==> src/design/stopwatch_seven_segment_scan_macros.svh <==
// assertion macros for the stopwatch display scanner
// no dependencies; included by the files that carry assertions
`ifndef STOPWATCH_SEVEN_SEGMENT_SCAN_MACROS_SVH
`define STOPWATCH_SEVEN_SEGMENT_SCAN_MACROS_SVH

`ifndef SYNTH
// same-cycle implication
`define STWS_ASSERT_NOW(label, clk, rst, ante, cons) \
  label: assert property (@(posedge clk) disable iff (rst) (ante) |-> (cons)) \
    else $error("stopwatch assertion failed");
// next-cycle implication
`define STWS_ASSERT_NEXT(label, clk, rst, ante, cons) \
  label: assert property (@(posedge clk) disable iff (rst) (ante) |=> (cons)) \
    else $error("stopwatch assertion failed");
`else
`define STWS_ASSERT_NOW(label, clk, rst, ante, cons)
`define STWS_ASSERT_NEXT(label, clk, rst, ante, cons)
`endif

`endif

==> src/design/stws_pkg.sv <==
// shared types, constants and the segment decode for the stopwatch scanner
// no dependencies
package stws_pkg;

  localparam int CountW    = 14;
  localparam int PrescaleW = 10;
  localparam int SampleW   = 8;

  // configuration register indexes
  localparam logic [1:0] CFG_SAMPLE_PERIOD = 2'd0;
  localparam logic [1:0] CFG_DELAY_LIMIT   = 2'd1;
  localparam logic [1:0] CFG_COUNT_LIMIT   = 2'd2;

  localparam logic [SampleW-1:0]   SAMPLE_PERIOD_RST = 8'd6;
  localparam logic [PrescaleW-1:0] DELAY_LIMIT_RST   = 10'd10;
  localparam logic [CountW-1:0]    COUNT_LIMIT_RST   = 14'd9999;

  // reciprocals for division by 10, 100 and 1000, exact for 14-bit values
  localparam logic [15:0] RECIP_10   = 16'd52429;
  localparam int          SHIFT_10   = 19;
  localparam logic [15:0] RECIP_100  = 16'd5243;
  localparam int          SHIFT_100  = 19;
  localparam logic [15:0] RECIP_1000 = 16'd8389;
  localparam int          SHIFT_1000 = 23;

  typedef struct packed {
    logic [SampleW-1:0]   sample_period;
    logic [PrescaleW-1:0] delay_limit;
    logic [CountW-1:0]    count_limit;
  } cfg_t;

  typedef struct packed {
    logic [1:0]        digit_select;
    logic [6:0]        segments;
    logic [CountW-1:0] count_value;
    logic              running;
  } result_t;

  // active-high a..g, bit0 is segment a; anything above nine is blank
  function automatic logic [6:0] seg_pattern(input logic [4:0] digit);
    logic [6:0] pat;
    case (digit)
      5'd0: pat = 7'h3F;
      5'd1: pat = 7'h06;
      5'd2: pat = 7'h5B;
      5'd3: pat = 7'h4F;
      5'd4: pat = 7'h66;
      5'd5: pat = 7'h6D;
      5'd6: pat = 7'h7D;
      5'd7: pat = 7'h07;
      5'd8: pat = 7'h7F;
      5'd9: pat = 7'h6F;
      default: pat = 7'h00;
    endcase
    return pat;
  endfunction

endpackage

==> src/design/stopwatch_seven_segment_scan.sv <==
// stopwatch with a scanned four-digit seven-segment display
// a taken request sits in the input register, then its result in the result register
// throughput: one request per cycle while out_stall is low; input and result register keep it flowing
// reset: synchronous; clears run flags, counters and scan position, config back to defaults
// depends on stws_pkg and stws_core
module stopwatch_seven_segment_scan (
  input  logic                        clk,
  input  logic                        rst,
  input  logic                        in_valid,
  output logic                        in_stall,
  input  logic                        start_stop_level,
  input  logic                        reset_level,
  output logic                        out_valid,
  input  logic                        out_stall,
  output logic [1:0]                  digit_select,
  output logic [6:0]                  segments,
  output logic [stws_pkg::CountW-1:0] count_value,
  output logic                        running,
  input  logic                        cfg_valid,
  output logic                        cfg_ready,
  input  logic [1:0]                  cfg_index,
  input  logic [stws_pkg::CountW-1:0] cfg_data
);
  import stws_pkg::*;

  cfg_t       cfg;
  logic       in_full;
  logic [1:0] in_levels;
  logic       advance;
  result_t    core_result;
  result_t    out_result;

  assign cfg_ready = 1'b1;

  always_ff @(posedge clk) begin
    if (rst) begin
      cfg.sample_period <= SAMPLE_PERIOD_RST;
      cfg.delay_limit   <= DELAY_LIMIT_RST;
      cfg.count_limit   <= COUNT_LIMIT_RST;
    end else if (cfg_valid && cfg_ready) begin
      case (cfg_index)
        CFG_SAMPLE_PERIOD: cfg.sample_period <= cfg_data[SampleW-1:0];
        CFG_DELAY_LIMIT:   cfg.delay_limit   <= cfg_data[PrescaleW-1:0];
        CFG_COUNT_LIMIT:   cfg.count_limit   <= cfg_data;
        default: ;
      endcase
    end
  end

  // the request in the input register moves on once the result slot frees
  assign advance  = in_full && (!out_valid || !out_stall);
  assign in_stall = in_full && !advance;

  always_ff @(posedge clk) begin
    if (rst) begin
      in_full <= 1'b0;
    end else begin
      in_full <= (in_valid && !in_stall) || (in_full && !advance);
    end
  end

  always_ff @(posedge clk) begin
    if (in_valid && !in_stall) begin
      in_levels <= {reset_level, start_stop_level};
    end
  end

  stws_core u_core (
    .clk    (clk),
    .rst    (rst),
    .step   (advance),
    .levels (in_levels),
    .cfg    (cfg),
    .result (core_result)
  );

  always_ff @(posedge clk) begin
    if (rst) begin
      out_valid <= 1'b0;
    end else if (advance) begin
      out_valid <= 1'b1;
    end else if (!out_stall) begin
      out_valid <= 1'b0;
    end
  end

  always_ff @(posedge clk) begin
    if (advance) begin
      out_result <= core_result;
    end
  end

  assign digit_select = out_result.digit_select;
  assign segments     = out_result.segments;
  assign count_value  = out_result.count_value;
  assign running      = out_result.running;

endmodule

==> src/design/stws_digit.sv <==
// picks one decimal digit of the shown count and decodes it to segments
// depends on stws_pkg
module stws_digit (
  input  logic [stws_pkg::CountW-1:0] value,
  input  logic [1:0]                  pos,
  output logic [6:0]                  segments
);
  import stws_pkg::*;

  logic [29:0]       prod_10;
  logic [29:0]       prod_100;
  logic [29:0]       prod_1000;
  logic [CountW-1:0] q_10;
  logic [CountW-1:0] q_100;
  logic [CountW-1:0] q_1000;
  logic [CountW-1:0] q_lo;
  logic [CountW-1:0] q_hi;
  logic [CountW-1:0] diff;

  assign prod_10   = 30'(value) * 30'(RECIP_10);
  assign prod_100  = 30'(value) * 30'(RECIP_100);
  assign prod_1000 = 30'(value) * 30'(RECIP_1000);

  assign q_10   = CountW'(prod_10   >> SHIFT_10);
  assign q_100  = CountW'(prod_100  >> SHIFT_100);
  assign q_1000 = CountW'(prod_1000 >> SHIFT_1000);

  // digit = floor(v / 10^k) - 10 * floor(v / 10^(k+1))
  always_comb begin
    case (pos)
      2'd0: begin
        q_lo = value;
        q_hi = q_10;
      end
      2'd1: begin
        q_lo = q_10;
        q_hi = q_100;
      end
      2'd2: begin
        q_lo = q_100;
        q_hi = q_1000;
      end
      default: begin
        q_lo = q_1000;
        q_hi = '0;
      end
    endcase
  end

  assign diff     = q_lo - ((q_hi << 3) + (q_hi << 1));
  assign segments = seg_pattern(diff[4:0]);

endmodule

==> src/design/stws_core.sv <==
// stopwatch state: button sampling, run control, prescaler, count and scan
// depends on stws_pkg, stws_digit and the assertion macro header
`include "stopwatch_seven_segment_scan_macros.svh"

module stws_core (
  input  logic              clk,
  input  logic              rst,
  input  logic              step,
  input  logic [1:0]        levels,
  input  stws_pkg::cfg_t    cfg,
  output stws_pkg::result_t result
);
  import stws_pkg::*;

  logic                 started;
  logic                 run_flag;
  logic                 edge_enable;
  logic [SampleW-1:0]   sample_count;
  logic [1:0]           previous_levels;
  logic [1:0]           rising_edges;
  logic [CountW-1:0]    elapsed_count;
  logic [PrescaleW-1:0] prescale_count;
  logic [1:0]           scan_position;

  logic                 started_next;
  logic                 run_flag_next;
  logic                 edge_enable_next;
  logic [SampleW-1:0]   sample_count_next;
  logic [1:0]           previous_levels_next;
  logic [1:0]           rising_edges_next;
  logic [CountW-1:0]    elapsed_count_next;
  logic [PrescaleW-1:0] prescale_count_next;
  logic [CountW-1:0]    shown;
  logic                 run_btn;
  logic                 started_btn;
  logic [6:0]           segments;

  always_comb begin
    // button edges latched at the last sample act on this tick only
    run_btn     = run_flag;
    started_btn = started;
    if (rising_edges[0] && edge_enable) begin
      if (run_flag) begin
        run_btn = 1'b0;
      end else begin
        run_btn     = 1'b1;
        started_btn = 1'b1;
      end
    end
    if (rising_edges[1] && edge_enable) begin
      run_btn     = 1'b0;
      started_btn = 1'b0;
    end

    started_next        = started_btn;
    run_flag_next       = run_btn;
    elapsed_count_next  = elapsed_count;
    prescale_count_next = prescale_count;
    shown               = '0;
    if (started_btn) begin
      shown = elapsed_count;
      if (run_btn) begin
        if (elapsed_count >= cfg.count_limit) begin
          run_flag_next = 1'b0;
        end else if (prescale_count >= cfg.delay_limit) begin
          elapsed_count_next  = elapsed_count + 1'b1;
          prescale_count_next = '0;
        end else begin
          prescale_count_next = prescale_count + 1'b1;
        end
      end
    end else begin
      elapsed_count_next  = '0;
      prescale_count_next = '0;
    end

    if (sample_count >= cfg.sample_period) begin
      rising_edges_next    = levels & ~previous_levels;
      previous_levels_next = levels;
      sample_count_next    = '0;
      edge_enable_next     = 1'b1;
    end else begin
      rising_edges_next    = rising_edges;
      previous_levels_next = previous_levels;
      sample_count_next    = sample_count + 1'b1;
      edge_enable_next     = 1'b0;
    end
  end

  always_ff @(posedge clk) begin
    if (rst) begin
      started         <= 1'b0;
      run_flag        <= 1'b0;
      edge_enable     <= 1'b0;
      sample_count    <= '0;
      previous_levels <= '0;
      rising_edges    <= '0;
      elapsed_count   <= '0;
      prescale_count  <= '0;
      scan_position   <= '0;
    end else if (step) begin
      started         <= started_next;
      run_flag        <= run_flag_next;
      edge_enable     <= edge_enable_next;
      sample_count    <= sample_count_next;
      previous_levels <= previous_levels_next;
      rising_edges    <= rising_edges_next;
      elapsed_count   <= elapsed_count_next;
      prescale_count  <= prescale_count_next;
      scan_position   <= scan_position + 1'b1;
    end
  end

  stws_digit u_digit (
    .value    (shown),
    .pos      (scan_position),
    .segments (segments)
  );

  assign result.digit_select = scan_position;
  assign result.segments     = segments;
  assign result.count_value  = shown;
  assign result.running      = run_flag_next;

  `STWS_ASSERT_NOW(a_idle_cleared, clk, rst, !started, (elapsed_count == '0) && (prescale_count == '0))
  `STWS_ASSERT_NOW(a_run_needs_start, clk, rst, run_flag, started)
  `STWS_ASSERT_NOW(a_edge_after_sample, clk, rst, edge_enable, sample_count == '0)
  `STWS_ASSERT_NEXT(a_scan_advances, clk, rst, step, scan_position == 2'($past(scan_position) + 2'd1))

endmodule
==> config.mk <==
export PLATFORM = sky130hd
export DESIGN_NAME = stopwatch_seven_segment_scan
export DESIGN_NICKNAME = d
export VERILOG_FILES = /design/src/design/stws_pkg.sv /design/src/design/stopwatch_seven_segment_scan.sv /design/src/design/stws_digit.sv /design/src/design/stws_core.sv
export VERILOG_INCLUDE_DIRS = /design/src /design/src/design
export SDC_FILE = /design/constraint.sdc
export NUM_CORES = 1
export LEC_CHECK = 0
export CAP_MARGIN = 40
export CORE_MARGIN = 4
export CORE_UTILIZATION = 50
export CTS_BUF_LIST = sky130_fd_sc_hd__clkbuf_8
export DETAILED_ROUTE_END_ITERATION = 8
export DONT_BUFFER_PORTS = 1
export HOLD_SLACK_MARGIN = 0.05
export PLACE_DENSITY = 0.71
export SKIP_LAST_GASP = 1
export SLEW_MARGIN = 20
export SYNTH_ARGS = -nofsm -noshare
export SYNTH_HDL_FRONTEND = slang
export SYNTH_HIERARCHICAL = 1
export SYNTH_SLANG_ARGS = --single-unit
export TNS_END_PERCENT = 30
==> constraint.sdc <==
create_clock -name clk -period 19.35 [get_ports clk]
set_input_delay 1.935 -clock clk [delete_from_list [all_inputs] [get_ports clk]]
set_output_delay 1.935 -clock clk [all_outputs]
set_load 0.02 [all_outputs]
* After elaboration in Yosys (flattened, before gate mapping)
Memory sizes are Yosys's and may differ from the RTL's. A register that Yosys moved wholly into a read port is not among the register bits.
Cells that the tools add are included.
** Word-level totals
- Flip-flop bits (word level) :: 94
- Bits in read-only memories :: 112
- Input port bits :: 23
- Output and inout bits :: 27
- Logic and storage cells :: 84
- Memories :: 1
** Cells by class
- $add $sub $neg :: 6
- $mul :: 3
- $lt $le $gt $ge :: 3
- Eq/ne operators :: 8
- Muxes and demuxes :: 24
- Bitwise logic cells :: 2
- Reductions and logical operators :: 19
** Memories
- (name not given) :: depth 16, width 7, read ports 1, clocked after Yosys merged registers in 1, write ports 0, line stws_pkg.sv:42 : case (digit)
** Operators with widths (count)
- $mux 14 :: 5
- $mux 10 :: 4
- $mul 14x14->28 const B :: 1
- $mul 14x13->24 const B :: 1
- $mul 14x16->24 const B :: 1
- $pmux 5 s3 :: 1
- $add 14x1->14 const B :: 1
- $ge 14x14->1 :: 1
- $mux 1 :: 12
- $pmux 4 s3 :: 1
- $add 10x1->10 const B :: 1
- $ge 10x10->1 :: 1
- $add 8x1->8 const B :: 1
- $ge 8x8->1 :: 1
- $mux 8 :: 1
- $reduce_and 2->1 :: 4
- $add 5x5->5 :: 1
- $logic_and 1x1->1 :: 5
- $sub 5x5->5 :: 1
- $eq 2x1->1 const B :: 2
- $eq 2x2->1 const B :: 2
- $logic_not 1->1 :: 4
- $logic_not 2->1 :: 2
- $ne 2x1->1 const B :: 2
- 7 further kinds :: 9

* Logic depth before layout (Yosys ltp)
Gate-level depths: netlist of the first run.
- Depth after elaboration :: 8
- Gate-level depth with buffers :: 35
- Mapped depth without buffers :: 33

* By module
The synthesis of the first run kept the hierarchy.
** By module, submodules not included
- stws_digit :: instances 1, cells each 919, area each 8533.2 sq um, sequential area each 0.0 sq um
- stws_core :: instances 1, cells each 341, area each 2840.2 sq um, sequential area each 820.8 sq um
- stopwatch_seven_segment_scan :: instances 1, cells each 169, area each 2212.1 sq um, sequential area each 1461.4 sq um

* Least setup slack after synthesis of the first run
Ideal clock, no wire load.
- Path kind :: register -> register
- Start point :: reg u_core.run_flag
- End point :: reg segments[0] (netlist name)
- Setup time :: 0.277 ns
- Arrival :: 8.675 ns
- Path slack :: 10.398 ns
- Stages on the path, launching flop included :: 35
- Buffers on the path :: 2
- Period minus slack after synthesis :: 8.952 ns
- Cells stage by stage :: dfxtp_1 > and3b_1 > o21a_1 > clkbuf_1 > clkbuf_1 > and2_1 > inv_1 > ha_1 > xnor2_1 > xor2_1 > fa_1 > inv_1 > fa_1 > inv_1 > fa_1 > inv_1 > fa_1 > inv_1 > ha_1 > and4_1 > a221o_1 > and2_1 > o31ai_1 > nand2b_1 > xnor2_1 > o21ai_1 > a22o_1 > fa_1 > inv_1 > ha_1 > a21oi_1 > xor2_1 > o21ai_0 > mux2i_1 > nor3_1
** RTL lines
- start: declaration :: line stws_core.sv:16 : logic run_flag;
- start signal: assignment :: line stws_core.sv:103 : run_flag <= run_flag_next;

==> results.ini, run 1 <==
[sta]
finalSetupViolations=0
period_share_pct=52.0
tightest_slew_ns=0.748
slew_headroom_pct=50.2
fmax_ghz=0.0993
fin_setup_tns_ns=0
rsz0062_at_grt=false
fin_crit_ns=10.07
fin_skew_ns=0.0197
finalHoldViolCount=0
final-max-slew-violation-count=0

[critical_path]
cp.buffers_inverters=6
critPathRequiredTime_ns=19.49
cpMostUsedCell=inv_1
path_max_fanout=20
path_class=register to register
worst_setup_path_start_kind=register
worstPathArrival_ns=10.21
critPathSlowestCell=and2_1
slowest_delay_ns=0.71
end_kind=register
cp_top_family=adder cells

[status]
outcome=finished clean

[die]
core_area_mm2=0.0269
start_util_pct=50.5
placementRows=60
die_area_mm2=0.0299
ios=50
chipWidth_um=173
die_h_um=173

[cells_and_area]
nFillCells=2412
area_growth_syn_to_layout_pct=4.37
drive_above_1_share_pct=3.71
antenna_cells=0
nNetsFinal=1857

[synth]
synth.net_count=1862
ys_warn_count=6
ys_seq_area_share_pct=16.8
synth_area_leaders=ha_1 (26%), fa_1 (19%), dfxtp_1 (11%)
yosysMostFrequentCell=inv_1
synth_cell_types=85
synthesis.area_mm2=0.0136
synth_edf_count=26
syn_avg_cell_area_um2=9.51
yosys_register_bits=101
yosys.area.top_type=ha_1
yosys_most_used_dff=dfxtp_1
synth_top_area_share_pct=25.6
synth_common_cells=inv_1 (304), ha_1 (278), fa_1 (132)
synthCells=1429
async_reset_ff_share_pct=0

[clock_network]
cts_tree=done
htree_num_levels=3
cts_resized=0
clock_sinks=101
clock_latency_ns=0.40
cts_setup_buffers=0
cts_hold_buf=0
root_buffer=clkbuf_8
clockBufferDepth=2
clkSlewWorstSetupHoldPaths_ns=0.12
cts-buffers-inserted=9

[global_routing]
grt_pass1_wl_um=52100
grt_max_degree=81
overflow=0
antenna_found_initial=0
gr-usage-all-layers_pct=21.4
grt_pass1_vias=10242

[route]
drt_wl_total_um=31500
drt-initial-drc-count=529
ant_nets=0
drcViolationCount=0
post_drt_wl_per_cell_um=17.8
vias_per_cell=5.53
drt_first_pass_iters=5
vias=9788

[place]
dp_hpwl_um=26100
io_buffer_count=0
gp_congestion=0.915

[power_and_ir_drop]
power_w=0.000414
p_leak_nw=7.79
power_density_mw_per_mm2=29.2
irDropWorstVdd_mv=0.0412

[min_path]
hold_class=register to register

[run]
cap_violations=0

sequential cells by signal (all words and copies together) (netlist names), 2 cells and up:
register / cells
cfg: 32
count_value: 14
u_core/elapsed_count: 14
u_core/prescale_count: 10
u_core/sample_count: 8
segments: 7
digit_select: 2
in_levels: 2
u_core/previous_levels: 2
u_core/rising_edges: 2
u_core/scan_position: 2
report_power, final:
group | total [W] | internal (W) | switching, W
Sequential | 0.000234 | 0.000225 | 0.00000987
Clock | 0.000142 | 0.0000542 | 0.0000876
Combinational | 0.0000375 | 0.0000157 | 0.0000217
cell type report:
| type | count | area (um^2) | area share, % |
|---|---|---|---|
| tap | 341 | 427 | 3.01 |
| multi-input combinational | 996 | 10000 | 70.7 |
| inverter | 305 | 1140 | 8.07 |
| clock inverter | 6 | 65.1 | 0.459 |
| clock buffer | 10 | 138 | 0.971 |
| timing repair buffer | 11 | 95.1 | 0.671 |
| sequential | 101 | 2280 | 16.1 |
metal layers:
metal	up-vias	global-route usage [%]	part of all wire (%)
met5	-	0	0
met4	0	7.62	3.6
met3	63	3.45	4.6
met2	235	35.5	47
met1	4723	28.4	45
li1	4767	-	-
worst register-to-register path: cells and delay by family (launching register included):
kind                     cells  cell delay (ns)
flip-flops                   1             0.39
buffers and inverters        6             0.52
multiplexers                 1             0.51
adder cells (fa/ha/maj)      8             3.62
XOR/XNOR                     4             0.95
AND/OR/NAND/NOR              6             1.63
AO/OA/AOI/OAI                7             2.19
cell usage in the layout, fill, tap and decap left out, types with 7 or more instances in the layout:
cell and instances:
nand2_1 52, nor3_1 16, edfxtp_1 26, a21o_1 13, ha_1 278, buf_4 8
and2_1 21, a31oi_1 7, xor2_1 24, nand3_1 18, o21ai_0 29, o21ai_1 9
a21oi_1 45, o211ai_1 8, o31ai_1 10, nor3b_1 11, dfxtp_1 75, nand4_1 14
fa_1 132, inv_1 304, a32o_1 11, nand2b_1 40, xnor2_1 20, and3_1 13
nor2_1 75, clkbuf_8 10, a211oi_1 7, mux2i_1 50
final timing paths:
kind	cells past startpoint	slack, ns	start	endpoint
hold / removal	2	0.48	cfg[6]$_SDFFE_PP0P_	cfg[6]$_SDFFE_PP0P_
setup / recovery	32	9.28	u_core/edge_enable$_SDFFE_PP0P_	segments[6]$_DFFE_PP_
setup reg to reg	32	9.28	u_core/edge_enable$_SDFFE_PP0P_	segments[6]$_DFFE_PP_
hold reg to reg	2	0.48	cfg[6]$_SDFFE_PP0P_	cfg[6]$_SDFFE_PP0P_
per-stage QoR:
stage | instance area (um^2) | hold WS [ns] | setup slack (ns) | std cells | util [%]
final | 14200 | 0.483 | 9.28 | 1770 | 52.8
after global routing | 14200 | 0.506 | 8.46 | 1770 | 52.8
after CTS | 14200 | 0.485 | 9.38 | 1768 | 52.7
after detailed placement | 14000 | 0.461 | 9.40 | 1752 | 51.9
after global placement | 13900 | 0.458 | 9.62 | 1751 | 51.9
after floorplan | 13600 | 0.448 | 10.40 | 1429 | -
cell families (layout without fill, tap and decap cells):
group           Yosys count  after routing  share of synthesized area, %
flops                   101            101                          16.8
fa+ha+maj               410            410                          45.1
other cells               1              1                        0.0276
mux                      52             52                          3.93
buf+inv                 332            332                          9.48
compound gates          193            193                          10.1
simple gates            294            294                          11.4
xor+xnor                 46             46                          3.12
No activity file was read; power rests on OpenSTA's default activity.
==> inputs of run 2 (changes only) <==
Clock period 19.35 ns to 10.15 ns, I/O delays scaled along.
==> run 2 against run 1 <==
  * Maximum frequency increased by 6.6%
  * Combinational power increased by 92%
  * Register-to-register slack got worse by 8.6 ns
  * Cell area about the same
  * Setup slack got worse by 8.6 ns
  * Critical endpoint is now segments[5]$_DFFE_PP_
==> results.ini, run 2 (synthesis results as in run 1) <==
[global_routing]
antenna_found_initial=1  ; +1
gr-usage-all-layers_pct=21.5  ; +0.078 points
grt_pass1_vias=10426  ; +1.8%
overflow=0  ; unchanged
grt_max_degree=81  ; unchanged
grt_pass1_wl_um=52000  ; -0.31%

[critical_path]
slowest_delay_ns=0.55  ; -0.16 ns
path_max_fanout=20  ; unchanged
critPathRequiredTime_ns=10.30  ; -9.19 ns
cpMostUsedCell=inv_1
reg2reg_from=u_core/edge_enable$_SDFFE_PP0P_
cp-startpoint=u_core/edge_enable$_SDFFE_PP0P_
cp_top_family=adder cells
cp.buffers_inverters=7  ; +1
path_class=register to register
critPathSlowestCell=fa_1
end_kind=register
worstPathArrival_ns=9.59  ; -0.62 ns
worst_setup_path_start_kind=register

[cells_and_area]
nFillCells=2435  ; +0.95%
drive_above_1_share_pct=3.98  ; +0.27 points
layout_common_cells=inv_1 (304), ha_1 (278), fa_1 (132), nor2_1 (75), dfxtp_1 (75)
antenna_cells=0  ; unchanged
nNetsFinal=1859  ; +0.11%
multiInputGateArea_mm2=0.0100  ; about the same
area_growth_syn_to_layout_pct=4.47  ; about the same
largest_reg_flops=32  ; unchanged
final_common_cell=inv_1
top_register=cfg
seqCellArea_mm2=0.00228  ; unchanged
instances_no_fill=1772  ; +0.11%

[min_path]
worstHoldStart=cfg[5]$_SDFFE_PP0P_
hold_class=register to register

[die]
die_h_um=173  ; unchanged
core_area_mm2=0.0269  ; unchanged
die_area_mm2=0.0299  ; unchanged
chipWidth_um=173  ; unchanged
start_util_pct=50.5  ; unchanged
placementRows=60  ; unchanged
ios=50  ; unchanged

[sta]
finalSetupViolations=0  ; unchanged
rsz0062_at_grt=false
fmax_ghz=0.106  ; +6.6%
fin_crit_ns=9.44  ; -0.626 ns
finalHoldViolCount=0  ; unchanged
fin_setup_tns_ns=0  ; unchanged
slew_headroom_pct=43.1  ; -7.0 points
fin_skew_ns=0.0246  ; +0.00491 ns
tightest_slew_ns=0.842  ; +0.0944 ns
period_share_pct=93.0  ; +41 points
final-max-slew-violation-count=0  ; unchanged

[clock_network]
cts_tree=done
root_buffer=clkbuf_8
clkSlewWorstSetupHoldPaths_ns=0.13  ; about the same
cts_resized=0  ; unchanged
clock_sinks=101  ; unchanged
clockBufferDepth=2  ; unchanged
clock_latency_ns=0.40  ; about the same
cts-buffers-inserted=9  ; unchanged
cts_hold_buf=0  ; unchanged
htree_num_levels=3  ; unchanged
cts_setup_buffers=0  ; unchanged

[power_and_ir_drop]
seqPwrFrac_pct=56.1  ; -0.6 points
p_switching_w=0.000240  ; +100%
power_frac_clock_pct=34.8  ; +0.5 points
pwr-share-comb_pct=9.0  ; about the same
irDropWorstVdd_mv=0.0574  ; +39%
power_density_mw_per_mm2=56.2  ; +93%
p_leak_nw=7.79  ; about the same
power_w=0.000798  ; +93%
swShare_pct=30.1  ; +1.3 points
intPower_w=0.000558  ; +89%

[route]
drcViolationCount=0  ; unchanged
drt-initial-drc-count=619  ; +17%
drt_wl_total_um=31700  ; +0.86%
ant_nets=0  ; unchanged
vias=9891  ; +1.1%
post_drt_wl_per_cell_um=17.9  ; +0.74%
vias_per_cell=5.58  ; +0.94%
drt_first_pass_iters=5  ; unchanged

[place]
io_buffer_count=0  ; unchanged
dp_hpwl_um=26300  ; +0.51%
place_inst=1755  ; +0.17%
gp_congestion=0.932  ; +1.8%

[status]
outcome=finished clean

[run]
cap_violations=0  ; unchanged

-- run 2: final timing paths --
path	cells past startpoint	to	slack [ns]
max	32	segments[5]$_DFFE_PP_	0.71
min	2	cfg[5]$_SDFFE_PP0P_	0.48
max reg2reg	32	segments[5]$_DFFE_PP_	0.71
min reg2reg	2	cfg[5]$_SDFFE_PP0P_	0.48
-- run 2: through the flow --
stage / utilization (%) / setup WS, ns / hold WS, ns / instance area, um^2
6_report: 52.8 / 0.706 / 0.481 / 14200
3_5_place_dp: 52.0 / 0.583 / 0.461 / 14000
2_1_floorplan: - / 1.20 / 0.448 / 13600
3_3_place_gp: 52.0 / 0.897 / 0.458 / 14000
5_1_grt: 52.8 / 0.130 / 0.502 / 14200
4_1_cts: 52.8 / 0.572 / 0.482 / 14200
-- run 2: worst min-delay path: cells and delay by family (launching register included) --
kind / cells / cell delay, ns
simple gates: 1 / 0.07
flops: 1 / 0.32
mux: 1 / 0.06
-- run 2: layout make-up --
cell class              instances  share of cell area [%]
multi-input cells             996                    70.7
inverters                     305                    8.07
clock inverters                 7                   0.608
flip-flops and latches        101                    16.1
clock buffers                   9                   0.873
well taps                     341                    3.01
repair buffers                 13                   0.670
-- run 2: layer usage --
layer  routed length, um  share of wire [%]  up-vias  GRT usage (%)
met5                   0                  0        -              0
met4                1140                3.6        0           7.55
met3                1780                5.6       60           4.48
met2               15100                 48      243           36.6
met1               13700                 43     4827           27.1
li1                    -                  -     4761              -
-- run 2: power by group through the flow --
stage / logic, W / registers (W) / clock network (W)
final: 0.0000720 / 0.000448 / 0.000278
after global routing: 0.0000803 / 0.000450 / 0.000300
after floorplan: 0.0000642 / 0.000451 / 0
after global placement: 0.0000691 / 0.000457 / 0
after CTS: 0.0000722 / 0.000448 / 0.000284
after detailed placement: 0.0000717 / 0.000457 / 0
